===== config.mk =====
export PLATFORM = sky130hd
export DESIGN_NAME = ipv4_packet_rewrite_tunnel_top
export DESIGN_NICKNAME = d
export VERILOG_FILES = /design/src/rtl/iprt_pkg.sv /design/src/rtl/ipv4_packet_rewrite_tunnel_top.sv /design/src/rtl/iprt_hdr_build.sv /design/src/rtl/iprt_frame_ctl.sv /design/src/rtl/iprt_out_stage.sv
export SDC_FILE = /design/constraint.sdc
export NUM_CORES = 2
export LEC_CHECK = 0
export ABC_AREA = 1
export BUFFER_PORTS_ARGS = -buffer_cell sky130_fd_sc_hd__buf_2
export CAP_MARGIN = 10
export CORE_MARGIN = 5
export CORE_UTILIZATION = 45
export CTS_BUF_LIST = sky130_fd_sc_hd__clkbuf_4
export DETAILED_ROUTE_END_ITERATION = 16
export GPL_ROUTABILITY_DRIVEN = 0
export PLACE_DENSITY_LB_ADDON = 0.25
export SYNTH_ARGS = -nofsm -noshare
export SYNTH_HDL_FRONTEND = slang
export SYNTH_SLANG_ARGS = --single-unit

===== constraint.sdc =====
create_clock -name clk -period 12.4 [get_ports clk]
set_input_delay 0.62 -clock clk [delete_from_list [all_inputs] [get_ports clk]]
set_output_delay 0.62 -clock clk [all_outputs]
set_load 0.01 [all_outputs]

===== src/rtl/iprt_pkg.sv =====
// Shared types, constants and register indexes for the IPv4 rewrite/tunnel block.
`default_nettype none

package iprt_pkg;

  // Frame geometry
  localparam int HEADER_BYTES        = 34;
  localparam int ETH_BYTES           = 14;
  localparam int TUN_BYTES           = 20;
  localparam int IMAGE_BYTES         = HEADER_BYTES + TUN_BYTES;
  localparam int CNT_BITS            = $clog2(IMAGE_BYTES + 1);
  localparam int LENGTH_BITS_DEFAULT = 16;

  // Configuration port
  localparam int CFG_INDEX_BITS = 3;
  localparam int CFG_DATA_BITS  = 32;

  // Byte offsets inside the captured header
  localparam int ETYPE_HI    = 12;
  localparam int ETYPE_LO    = 13;
  localparam int VER_IHL_POS = 14;
  localparam int LEN_HI      = 16;
  localparam int LEN_LO      = 17;
  localparam int PROTO_POS   = 23;
  localparam int DST_POS     = 30;

  // Byte offsets inside the outer IP header
  localparam int OUT_LEN_HI = 2;
  localparam int OUT_TTL    = 8;
  localparam int OUT_PROTO  = 9;
  localparam int OUT_SRC    = 12;
  localparam int OUT_DST    = 16;

  // Protocol constants
  localparam logic [15:0] ETHERTYPE_IPV4 = 16'h0800;
  localparam logic [7:0]  PROTO_TCP      = 8'h06;
  localparam logic [7:0]  PROTO_UDP      = 8'h11;
  localparam logic [7:0]  PROTO_IPIP     = 8'h04;
  localparam logic [7:0]  VER_IHL        = 8'h45;
  localparam logic [7:0]  OUTER_TTL      = 8'hFE;
  localparam logic [3:0]  IHL_MIN        = 4'd5;
  localparam logic [15:0] MTU_RESET      = 16'd1514;

  typedef enum logic [CFG_INDEX_BITS-1:0] {
    CFG_DST_REWRITE_EN = 3'd0,
    CFG_NEW_DST_ADDR   = 3'd1,
    CFG_TUNNEL_EN      = 3'd2,
    CFG_OUTER_SRC      = 3'd3,
    CFG_OUTER_DST      = 3'd4,
    CFG_MTU_LIMIT      = 3'd5
  } cfg_reg_t;

  typedef enum logic [1:0] {
    PH_COLLECT    = 2'd0,
    PH_DROP       = 2'd1,
    PH_STREAM     = 2'd2,
    PH_STREAM_CUT = 2'd3
  } phase_t;

  typedef struct packed {
    logic [7:0]  data_byte;
    logic        frame_end;
    logic [15:0] wire_length;
  } in_beat_t;

  typedef struct packed {
    logic [7:0]  out_byte;
    logic        out_end;
    logic [15:0] out_wire_length;
  } out_beat_t;

  typedef struct packed {
    logic        dst_rewrite_enable;
    logic [31:0] new_dst_addr;
    logic        tunnel_enable;
    logic [31:0] outer_src_addr;
    logic [31:0] outer_dst_addr;
    logic [15:0] mtu_limit;
  } cfg_t;

  typedef logic [HEADER_BYTES-1:0][7:0] hdr_bytes_t;
  typedef logic [IMAGE_BYTES-1:0][7:0]  image_t;

  // Result of header processing, consumed by the frame controller
  typedef struct packed {
    image_t                image;
    logic [CNT_BITS-1:0]   count;
    logic                  last;
    logic                  pass;
    logic                  cut;
    logic [15:0]           wire_length;
  } build_t;

  // Beat offered to the output register
  typedef struct packed {
    logic      valid;
    out_beat_t beat;
  } push_t;

endpackage

`default_nettype wire


===== src/rtl/ipv4_packet_rewrite_tunnel_top.sv =====
// Top level of the IPv4 frame rewriter with IP-in-IP encapsulation.
//
//  channel  | handshake            | payload
//  ---------+----------------------+-----------------------------------------
//  input    | in_valid / in_ready  | in_beat: data_byte, frame_end, wire_length
//  output   | out_valid / out_ready| out_beat: out_byte, out_end, out_wire_length
//  config   | cfg_we               | cfg_index, cfg_data (no read-back)
//
// Streaming bytes pass one per cycle while the output register frees; a result appears in the cycle after its beat.
// After the 34th header byte of a passing frame the header image drains from the burst buffer:
// up to 34 beats, or 54 with the tunnel (fewer when the limit cuts inside it),
// one per cycle while the output register frees, and input is held off meanwhile.
// Reset is synchronous; no clearing pass.
// Output stalls hold off the burst and every streaming beat, cut-off bytes included;
// header bytes and bytes of dropped frames keep flowing.
`default_nettype none

module ipv4_packet_rewrite_tunnel_top #(
  parameter int LENGTH_BITS = iprt_pkg::LENGTH_BITS_DEFAULT
) (
  input  logic                                  clk,
  input  logic                                  rst,
  input  logic                                  in_valid,
  output logic                                  in_ready,
  input  iprt_pkg::in_beat_t                    in_beat,
  output logic                                  out_valid,
  input  logic                                  out_ready,
  output iprt_pkg::out_beat_t                   out_beat,
  input  logic                                  cfg_we,
  input  logic [iprt_pkg::CFG_INDEX_BITS-1:0]   cfg_index,
  input  logic [iprt_pkg::CFG_DATA_BITS-1:0]    cfg_data
);
  import iprt_pkg::*;

  cfg_t  cfg;
  push_t push;
  logic  push_ready;

  // Configuration registers
  always_ff @(posedge clk) begin
    if (rst) begin
      cfg.dst_rewrite_enable <= 1'b0;
      cfg.new_dst_addr       <= '0;
      cfg.tunnel_enable      <= 1'b0;
      cfg.outer_src_addr     <= '0;
      cfg.outer_dst_addr     <= '0;
      cfg.mtu_limit          <= MTU_RESET;
    end else if (cfg_we) begin
      case (cfg_index)
        CFG_DST_REWRITE_EN: cfg.dst_rewrite_enable <= cfg_data[0];
        CFG_NEW_DST_ADDR:   cfg.new_dst_addr       <= cfg_data[31:0];
        CFG_TUNNEL_EN:      cfg.tunnel_enable      <= cfg_data[0];
        CFG_OUTER_SRC:      cfg.outer_src_addr     <= cfg_data[31:0];
        CFG_OUTER_DST:      cfg.outer_dst_addr     <= cfg_data[31:0];
        CFG_MTU_LIMIT:      cfg.mtu_limit          <= cfg_data[15:0];
        default: ;
      endcase
    end
  end

  iprt_frame_ctl #(
    .LENGTH_BITS (LENGTH_BITS)
  ) u_ctl (
    .clk        (clk),
    .rst        (rst),
    .in_valid   (in_valid),
    .in_ready   (in_ready),
    .in_beat    (in_beat),
    .cfg        (cfg),
    .push       (push),
    .push_ready (push_ready)
  );

  iprt_out_stage u_out (
    .clk        (clk),
    .rst        (rst),
    .push       (push),
    .push_ready (push_ready),
    .out_valid  (out_valid),
    .out_ready  (out_ready),
    .out_beat   (out_beat)
  );

endmodule

`default_nettype wire


===== src/rtl/iprt_hdr_build.sv =====
// Header check, rewrite, truncation and outer-header construction (combinational).
`default_nettype none

module iprt_hdr_build (
  input  iprt_pkg::hdr_bytes_t hdr,
  input  logic                 frame_end,
  input  logic [15:0]          held_wire_length,
  input  iprt_pkg::cfg_t       cfg,
  output iprt_pkg::build_t     build
);
  import iprt_pkg::*;

  logic [15:0]                ethertype;
  logic [15:0]                ip_len;
  logic [15:0]                new_len;
  logic [15:0]                len_used;
  logic [15:0]                outer_len;
  logic [16:0]                ip_len_eth;
  logic [16:0]                total;
  logic [16:0]                wl_ext;
  logic [15:0]                wl_cut;
  logic                       cut;
  logic                       is_l4;
  logic                       short_cut;
  logic [CNT_BITS-1:0]        full_cnt;
  hdr_bytes_t                 hr;
  logic [TUN_BYTES-1:0][7:0]  outer;

  // Checks and length handling
  always_comb begin
    ethertype  = {hdr[ETYPE_HI], hdr[ETYPE_LO]};
    is_l4      = (hdr[PROTO_POS] == PROTO_TCP) || (hdr[PROTO_POS] == PROTO_UDP);
    ip_len     = {hdr[LEN_HI], hdr[LEN_LO]};
    ip_len_eth = {1'b0, ip_len} + 17'(ETH_BYTES);
    cut        = ip_len_eth > {1'b0, cfg.mtu_limit};
    new_len    = cfg.mtu_limit - 16'(ETH_BYTES);
    len_used   = cut ? new_len : ip_len;
    outer_len  = len_used + 16'(TUN_BYTES);
  end

  // Rewritten inner header and outer header
  always_comb begin
    hr = hdr;
    if (cfg.dst_rewrite_enable) begin
      for (int i = 0; i < 4; i++) begin
        hr[DST_POS + i] = cfg.new_dst_addr[8*(3-i) +: 8];
      end
    end
    if (cut) begin
      hr[LEN_HI] = new_len[15:8];
      hr[LEN_LO] = new_len[7:0];
    end

    for (int i = 0; i < TUN_BYTES; i++) begin
      outer[i] = hr[ETH_BYTES + i];
    end
    outer[0]              = VER_IHL;
    outer[OUT_LEN_HI]     = outer_len[15:8];
    outer[OUT_LEN_HI + 1] = outer_len[7:0];
    outer[OUT_TTL]        = OUTER_TTL;
    outer[OUT_PROTO]      = PROTO_IPIP;
    for (int i = 0; i < 4; i++) begin
      outer[OUT_SRC + i] = cfg.outer_src_addr[8*(3-i) +: 8];
      outer[OUT_DST + i] = cfg.outer_dst_addr[8*(3-i) +: 8];
    end
  end

  // Output image, beat count, last mark and adjusted wire length
  always_comb begin
    build.image = '0;
    for (int i = 0; i < ETH_BYTES; i++) begin
      build.image[i] = hr[i];
    end
    if (cfg.tunnel_enable) begin
      for (int i = 0; i < TUN_BYTES; i++) begin
        build.image[ETH_BYTES + i] = outer[i];
      end
      for (int i = 0; i < HEADER_BYTES - ETH_BYTES; i++) begin
        build.image[ETH_BYTES + TUN_BYTES + i] = hr[ETH_BYTES + i];
      end
    end else begin
      for (int i = 0; i < HEADER_BYTES - ETH_BYTES; i++) begin
        build.image[ETH_BYTES + i] = hr[ETH_BYTES + i];
      end
    end

    full_cnt  = cfg.tunnel_enable ? CNT_BITS'(IMAGE_BYTES) : CNT_BITS'(HEADER_BYTES);
    total     = {1'b0, cfg.mtu_limit} + (cfg.tunnel_enable ? 17'(TUN_BYTES) : 17'd0);
    short_cut = cut && (total < 17'(full_cnt));

    build.count = short_cut ? total[CNT_BITS-1:0] : full_cnt;
    build.last  = (frame_end && !short_cut) || (cut && (total <= 17'(full_cnt)));
    build.pass  = (ethertype == ETHERTYPE_IPV4) && (hdr[VER_IHL_POS][3:0] >= IHL_MIN) && is_l4;
    build.cut   = cut;

    wl_cut = (cut && (held_wire_length > cfg.mtu_limit)) ? cfg.mtu_limit : held_wire_length;
    wl_ext = {1'b0, wl_cut} + 17'(TUN_BYTES);
    if (!cfg.tunnel_enable) begin
      build.wire_length = wl_cut;
    end else if (wl_ext[16]) begin
      build.wire_length = 16'hFFFF;
    end else begin
      build.wire_length = wl_ext[15:0];
    end
  end

endmodule

`default_nettype wire


===== src/rtl/iprt_frame_ctl.sv =====
// Frame phase control, header shift line and header burst buffer.
`default_nettype none

module iprt_frame_ctl #(
  parameter int LENGTH_BITS = iprt_pkg::LENGTH_BITS_DEFAULT
) (
  input  logic               clk,
  input  logic               rst,
  input  logic               in_valid,
  output logic               in_ready,
  input  iprt_pkg::in_beat_t in_beat,
  input  iprt_pkg::cfg_t     cfg,
  output iprt_pkg::push_t    push,
  input  logic               push_ready
);
  import iprt_pkg::*;

  localparam int CMP_BITS = 17;
  localparam logic [LENGTH_BITS-1:0] POS_MAX = '1;

  phase_t                           phase;
  phase_t                           phase_next;
  logic [LENGTH_BITS-1:0]           byte_pos;
  logic [15:0]                      emit_limit;
  logic [15:0]                      held_wl;
  logic [HEADER_BYTES-2:0][7:0]     hdr_line;
  image_t                           burst_img;
  logic [CNT_BITS-1:0]              burst_cnt;
  logic                             burst_last;

  logic                             accept;
  logic                             hdr_done;
  logic                             burst_busy;
  logic                             stream_emit;
  logic                             stream_last;
  logic                             beat_end;
  hdr_bytes_t                       hdr_full;
  build_t                           build;

  assign hdr_full = {in_beat.data_byte, hdr_line};
  assign hdr_done = (phase == PH_COLLECT) && (byte_pos == LENGTH_BITS'(HEADER_BYTES - 1));

  iprt_hdr_build u_build (
    .hdr              (hdr_full),
    .frame_end        (in_beat.frame_end),
    .held_wire_length (held_wl),
    .cfg              (cfg),
    .build            (build)
  );

  // Next phase
  always_comb begin
    phase_next = phase;
    if (accept) begin
      case (phase)
        PH_COLLECT: begin
          if (hdr_done) begin
            if (in_beat.frame_end) begin
              phase_next = PH_COLLECT;
            end else if (!build.pass) begin
              phase_next = PH_DROP;
            end else if (build.cut) begin
              phase_next = PH_STREAM_CUT;
            end else begin
              phase_next = PH_STREAM;
            end
          end
        end
        PH_DROP, PH_STREAM, PH_STREAM_CUT: begin
          if (in_beat.frame_end) begin
            phase_next = PH_COLLECT;
          end
        end
        default: phase_next = PH_COLLECT;
      endcase
    end
  end

  // Handshake and beat offered to the output register
  always_comb begin
    burst_busy  = burst_cnt != '0;
    in_ready    = !burst_busy && (push_ready || (phase inside {PH_COLLECT, PH_DROP}));
    accept      = in_valid && in_ready;
    stream_emit = (phase == PH_STREAM) ||
                  ((phase == PH_STREAM_CUT) &&
                   (CMP_BITS'(byte_pos) < CMP_BITS'(emit_limit)));
    stream_last = in_beat.frame_end ||
                  ((phase == PH_STREAM_CUT) &&
                   (CMP_BITS'(byte_pos) + CMP_BITS'(1) == CMP_BITS'(emit_limit)));

    if (burst_busy) begin
      push.valid         = 1'b1;
      push.beat.out_byte = burst_img[0];
      beat_end           = burst_last && (burst_cnt == CNT_BITS'(1));
    end else begin
      push.valid         = accept && (phase inside {PH_STREAM, PH_STREAM_CUT}) && stream_emit;
      push.beat.out_byte = in_beat.data_byte;
      beat_end           = stream_last;
    end
    push.beat.out_end         = beat_end;
    push.beat.out_wire_length = beat_end ? held_wl : 16'd0;
  end

  // Control state
  always_ff @(posedge clk) begin
    if (rst) begin
      phase      <= PH_COLLECT;
      byte_pos   <= '0;
      emit_limit <= '0;
      held_wl    <= '0;
      burst_cnt  <= '0;
      burst_last <= 1'b0;
    end else begin
      phase <= phase_next;
      if (burst_busy && push_ready) begin
        burst_cnt <= burst_cnt - CNT_BITS'(1);
      end
      if (accept) begin
        case (phase)
          PH_COLLECT: begin
            byte_pos <= in_beat.frame_end ? '0 : byte_pos + LENGTH_BITS'(1);
            // header complete and passing: load the burst and the frame's length state
            if (hdr_done && build.pass) begin
              burst_cnt  <= build.count;
              burst_last <= build.last;
              held_wl    <= build.wire_length;
              emit_limit <= (build.cut && !in_beat.frame_end) ? cfg.mtu_limit : 16'd0;
            end else begin
              if (byte_pos == '0) begin
                held_wl <= in_beat.wire_length;
              end
              if (in_beat.frame_end) begin
                emit_limit <= '0;
              end
            end
          end
          PH_DROP: begin
            if (in_beat.frame_end) begin
              byte_pos <= '0;
            end
          end
          default: begin
            if (in_beat.frame_end) begin
              byte_pos   <= '0;
              emit_limit <= '0;
            end else if (byte_pos != POS_MAX) begin
              byte_pos <= byte_pos + LENGTH_BITS'(1);
            end
          end
        endcase
      end
    end
  end

  // Header shift line and burst buffer
  always_ff @(posedge clk) begin
    if (accept && (phase == PH_COLLECT)) begin
      hdr_line <= {in_beat.data_byte, hdr_line[HEADER_BYTES-2:1]};
    end
    if (accept && hdr_done) begin
      burst_img <= build.image;
    end else if (burst_busy && push_ready) begin
      burst_img <= {8'h00, burst_img[IMAGE_BYTES-1:1]};
    end
  end

endmodule

`default_nettype wire


===== src/rtl/iprt_out_stage.sv =====
// Output register between the frame controller and the result channel.
`default_nettype none

module iprt_out_stage (
  input  logic                clk,
  input  logic                rst,
  input  iprt_pkg::push_t     push,
  output logic                push_ready,
  output logic                out_valid,
  input  logic                out_ready,
  output iprt_pkg::out_beat_t out_beat
);
  import iprt_pkg::*;

  assign push_ready = !out_valid || out_ready;

  // Valid flag
  always_ff @(posedge clk) begin
    if (rst) begin
      out_valid <= 1'b0;
    end else if (push.valid && push_ready) begin
      out_valid <= 1'b1;
    end else if (out_ready) begin
      out_valid <= 1'b0;
    end
  end

  // Payload
  always_ff @(posedge clk) begin
    if (push.valid && push_ready) begin
      out_beat <= push.beat;
    end
  end

endmodule

`default_nettype wire


==> impl_metrics.toml <==
[clock_tree]
clockBufferDepth = 3
numCtsBuffers = 225
postCtsHoldBufs = 62
path_clk_slew_ns = 0.07
clock_latency_ns = 1.10
postCtsSetupRepairBufs = 0
cts_sinks = 893
htreeDepth = 4
ctsRootBufferMaster = "clkbuf_4"
cts_tree = "done"
cts-resized-gates = 0

[min_path]
hp-start = "in_valid"
hold_path_class = "input pin to register"
holdPathStages = 5
holdPathEnd = "u_ctl.emit_limit[0]"

[detailed_routing]
wl_um = 93200
drt.antenna.violating_nets = 0
drcViolationCount = 0
post_drt_wl_per_cell_um = 18.5
via_per_inst = 5.24
first_pass_iters = 6
vias = 26345
drt_iter0_drc = 2217

[worst_setup_path]
rr_startpoint = "u_ctl.burst_cnt[0]"
worst_ep_required_time_ns = 13.04
worst_r2r_path_depth = 12
arrival_ns = 6.07
r2r_end = "u_ctl.burst_img[304]"
ff2ff_setup_slack_ns = 6.97
timing_worst_setup_path_type = "register to register"
endpoint_kind = "register"
cp-start-kind = "register"
path_max_fanout = 145

[synthesis]
ys_warn_count = 0
synth_edf_count = 721
synth_commonest_cells = "860 x nand2_1, 721 x edfxtp_1, 361 x o21ai_0, 337 x nor2_1, 256 x inv_1"
synth_seq_cells = 893
netlist_instances = 3531
synth.avg_cell_area_sq_um = 10.7
synth_nets = 3657
async_flop_share_pct = 0
synth_top_area_share_pct = 57.4
ys.flop_type = "edfxtp_1"
mappedNetlistArea_sq_mm = 0.0377
synth_seq_area_share_pct = 66.6
yosys.area.top_type = "edfxtp_1"
yosysMostFrequentCell = "nand2_1"
yosys-top-cells-area = "edfxtp_1 57%, dfxtp_1 9.1%, nand2_1 8.6%, o21ai_0 4.8%, nor2_1 3.4%"
synth_cell_type_count = 59

[pwr]
p_comb_share_pct = 22.4
design_power_total_mw = 10.3
p_clk_share_pct = 24.6
p_seq_share_pct = 53.1
p_int_mw = 6.96
leakage_nw = 17.0
swShare_pct = 32.7
pwr_density_cell_mw_per_mm2 = 242
power.switching_mw = 3.38
peakVddDrop_v = 0.000298

[timing]
fmax_mhz = 184
worst_pin_slew_ns = 1.21
slew-limit-headroom_pct = 19.3
fin_crit_ns = 5.43
final-max-slew-violation-count = 0
min_period_over_period_pct = 43.8
skew_ns = 0.0974
hold_slack_ns = 0.192
setup_viol = 0
hold_viol = 0
fin_setup_tns_ns = 0
rsz0062_at_grt = "false"

[finish]
fillers = 7459
final_nets = 3892
drive_above_1_share_pct = 13.9
area_growth_pct = 13.3

[placement]
dpl.hpwl_um = 57400
port_buffers = 91

[floorplan]
start_util_pct = 45.2
core_area_sq_mm = 0.0834
die_h_um = 299
die_w_um = 299
rows = 106
die_area_sq_mm = 0.0897
io_pins = 92

[global_route]
antenna_found_initial = 2
grt_pass1_vias = 25886
grt_pass1_wl_um = 145000
grtUsageTotal_pct = 20.5
grt-ovfl-total = 0
grt_max_degree = 227

[run_status]
status = "finished clean"

[job]
drv_cap = 0
layout by cell type (no fill, tap or decap), types with 28 or more instances in the layout:
master,instances
edfxtp_1,721
o22ai_1,42
a21oi_1,160
clkbuf_4,348
buf_2,91
nor2_1,334
xor2_1,48
ha_1,61
inv_1,255
o21ai_0,361
nand4_1,28
clkinv_1,49
dlygate4sd3_1,62
nand3_1,53
nand2_1,858
dfxtp_1,171
a211oi_1,43
stage by stage:
stage | cell area, sq um | std cells | setup slack (ns) | util (%)
finish | 42700 | 5031 | 6.97 | 51.2
global route | 42700 | 5030 | 6.50 | 51.2
CTS | 42700 | 5029 | 6.92 | 51.2
detailed placement | 39100 | 4557 | 6.98 | 46.9
global placement | 39100 | 4557 | 7.12 | 46.9
floorplan | 37700 | 3531 | 0.149 | -
cell type report:
| type | count | area (sq um) | area share (%) |
|---|---|---|---|
| diodes | 2 | 5.00 | 0.0117 |
| clock buffers | 348 | 2610 | 6.11 |
| clock inverters | 62 | 387 | 0.905 |
| inverters | 268 | 1010 | 2.37 |
| multi-input cells | 2198 | 10900 | 25.6 |
| flip-flops and latches | 893 | 25100 | 58.7 |
| well taps | 1080 | 1350 | 3.16 |
| repair buffers | 180 | 1320 | 3.08 |
power groups by stage:
stage / Clock, mW / Sequential (mW) / Combinational (mW)
2_1_floorplan: 0 / 5.63 / 1.45
4_1_cts: 2.62 / 5.48 / 2.34
3_5_place_dp: 0 / 5.53 / 2.32
3_3_place_gp: 0 / 5.51 / 2.27
6_report: 2.54 / 5.48 / 2.31
5_1_grt: 2.78 / 5.57 / 2.62
how the worst max path moves through the flow:
stage,depth (start not counted),slack [ns],end,start
6_report,12,6.97,u_ctl.burst_img[304],u_ctl.burst_cnt[0]
5_1_grt,12,6.50,u_ctl.burst_img[316],u_ctl.burst_cnt[1]
4_1_cts,12,6.92,u_ctl.burst_img[321],u_ctl.burst_cnt[0]
3_5_place_dp,12,6.98,u_ctl.burst_img[156],u_ctl.burst_cnt[0]
3_3_place_gp,12,7.12,u_ctl.burst_img[156],u_ctl.burst_cnt[0]
2_1_floorplan,9,0.15,u_ctl.burst_img[0],out_ready
kinds of logic after synthesis:
group                    share of synthesized area, %
flip-flops                                       66.6
buffers and inverters                            4.56
XOR/XNOR                                         1.37
AND/OR/NAND/NOR                                  14.8
adder cells (fa/ha/maj)                          2.02
AO/OA/AOI/OAI                                    10.1
multiplexers                                    0.637
worst max-delay path: stages (launching register included):
cell and delay (ns):
dfxtp_1 0.33, inv_1 0.08, ha_1 0.17, inv_1 0.05, nor2_1 0.13, nand2_1 0.48
a21oi_1 0.39, nand2_1 0.17, inv_1 0.20, nand2_4 0.43, nand2_4 0.87, buf_12 0.56
buf_4 0.91
per-layer routing:
metal	GRT usage [%]	wire length, um	up-vias
met5	0	0	-
met4	7.12	1870	0
met3	4.21	5530	134
met2	32.7	44100	784
met1	28.3	41700	12661
li1	-	-	12766
sequential cells by signal (all words and copies together), names as in the netlist:
register / count
cfg: 114
u_ctl.hdr_full: 264
u_ctl.phase: 2
u_ctl.byte_pos: 16
u_out.out_valid: 1
u_ctl.emit_limit: 16
u_out.out_beat: 25
u_ctl.burst_last: 1
u_ctl.burst_cnt: 6
u_ctl.burst_img: 432
u_ctl.held_wl: 16
No activity file was read; power rests on OpenSTA's default activity.
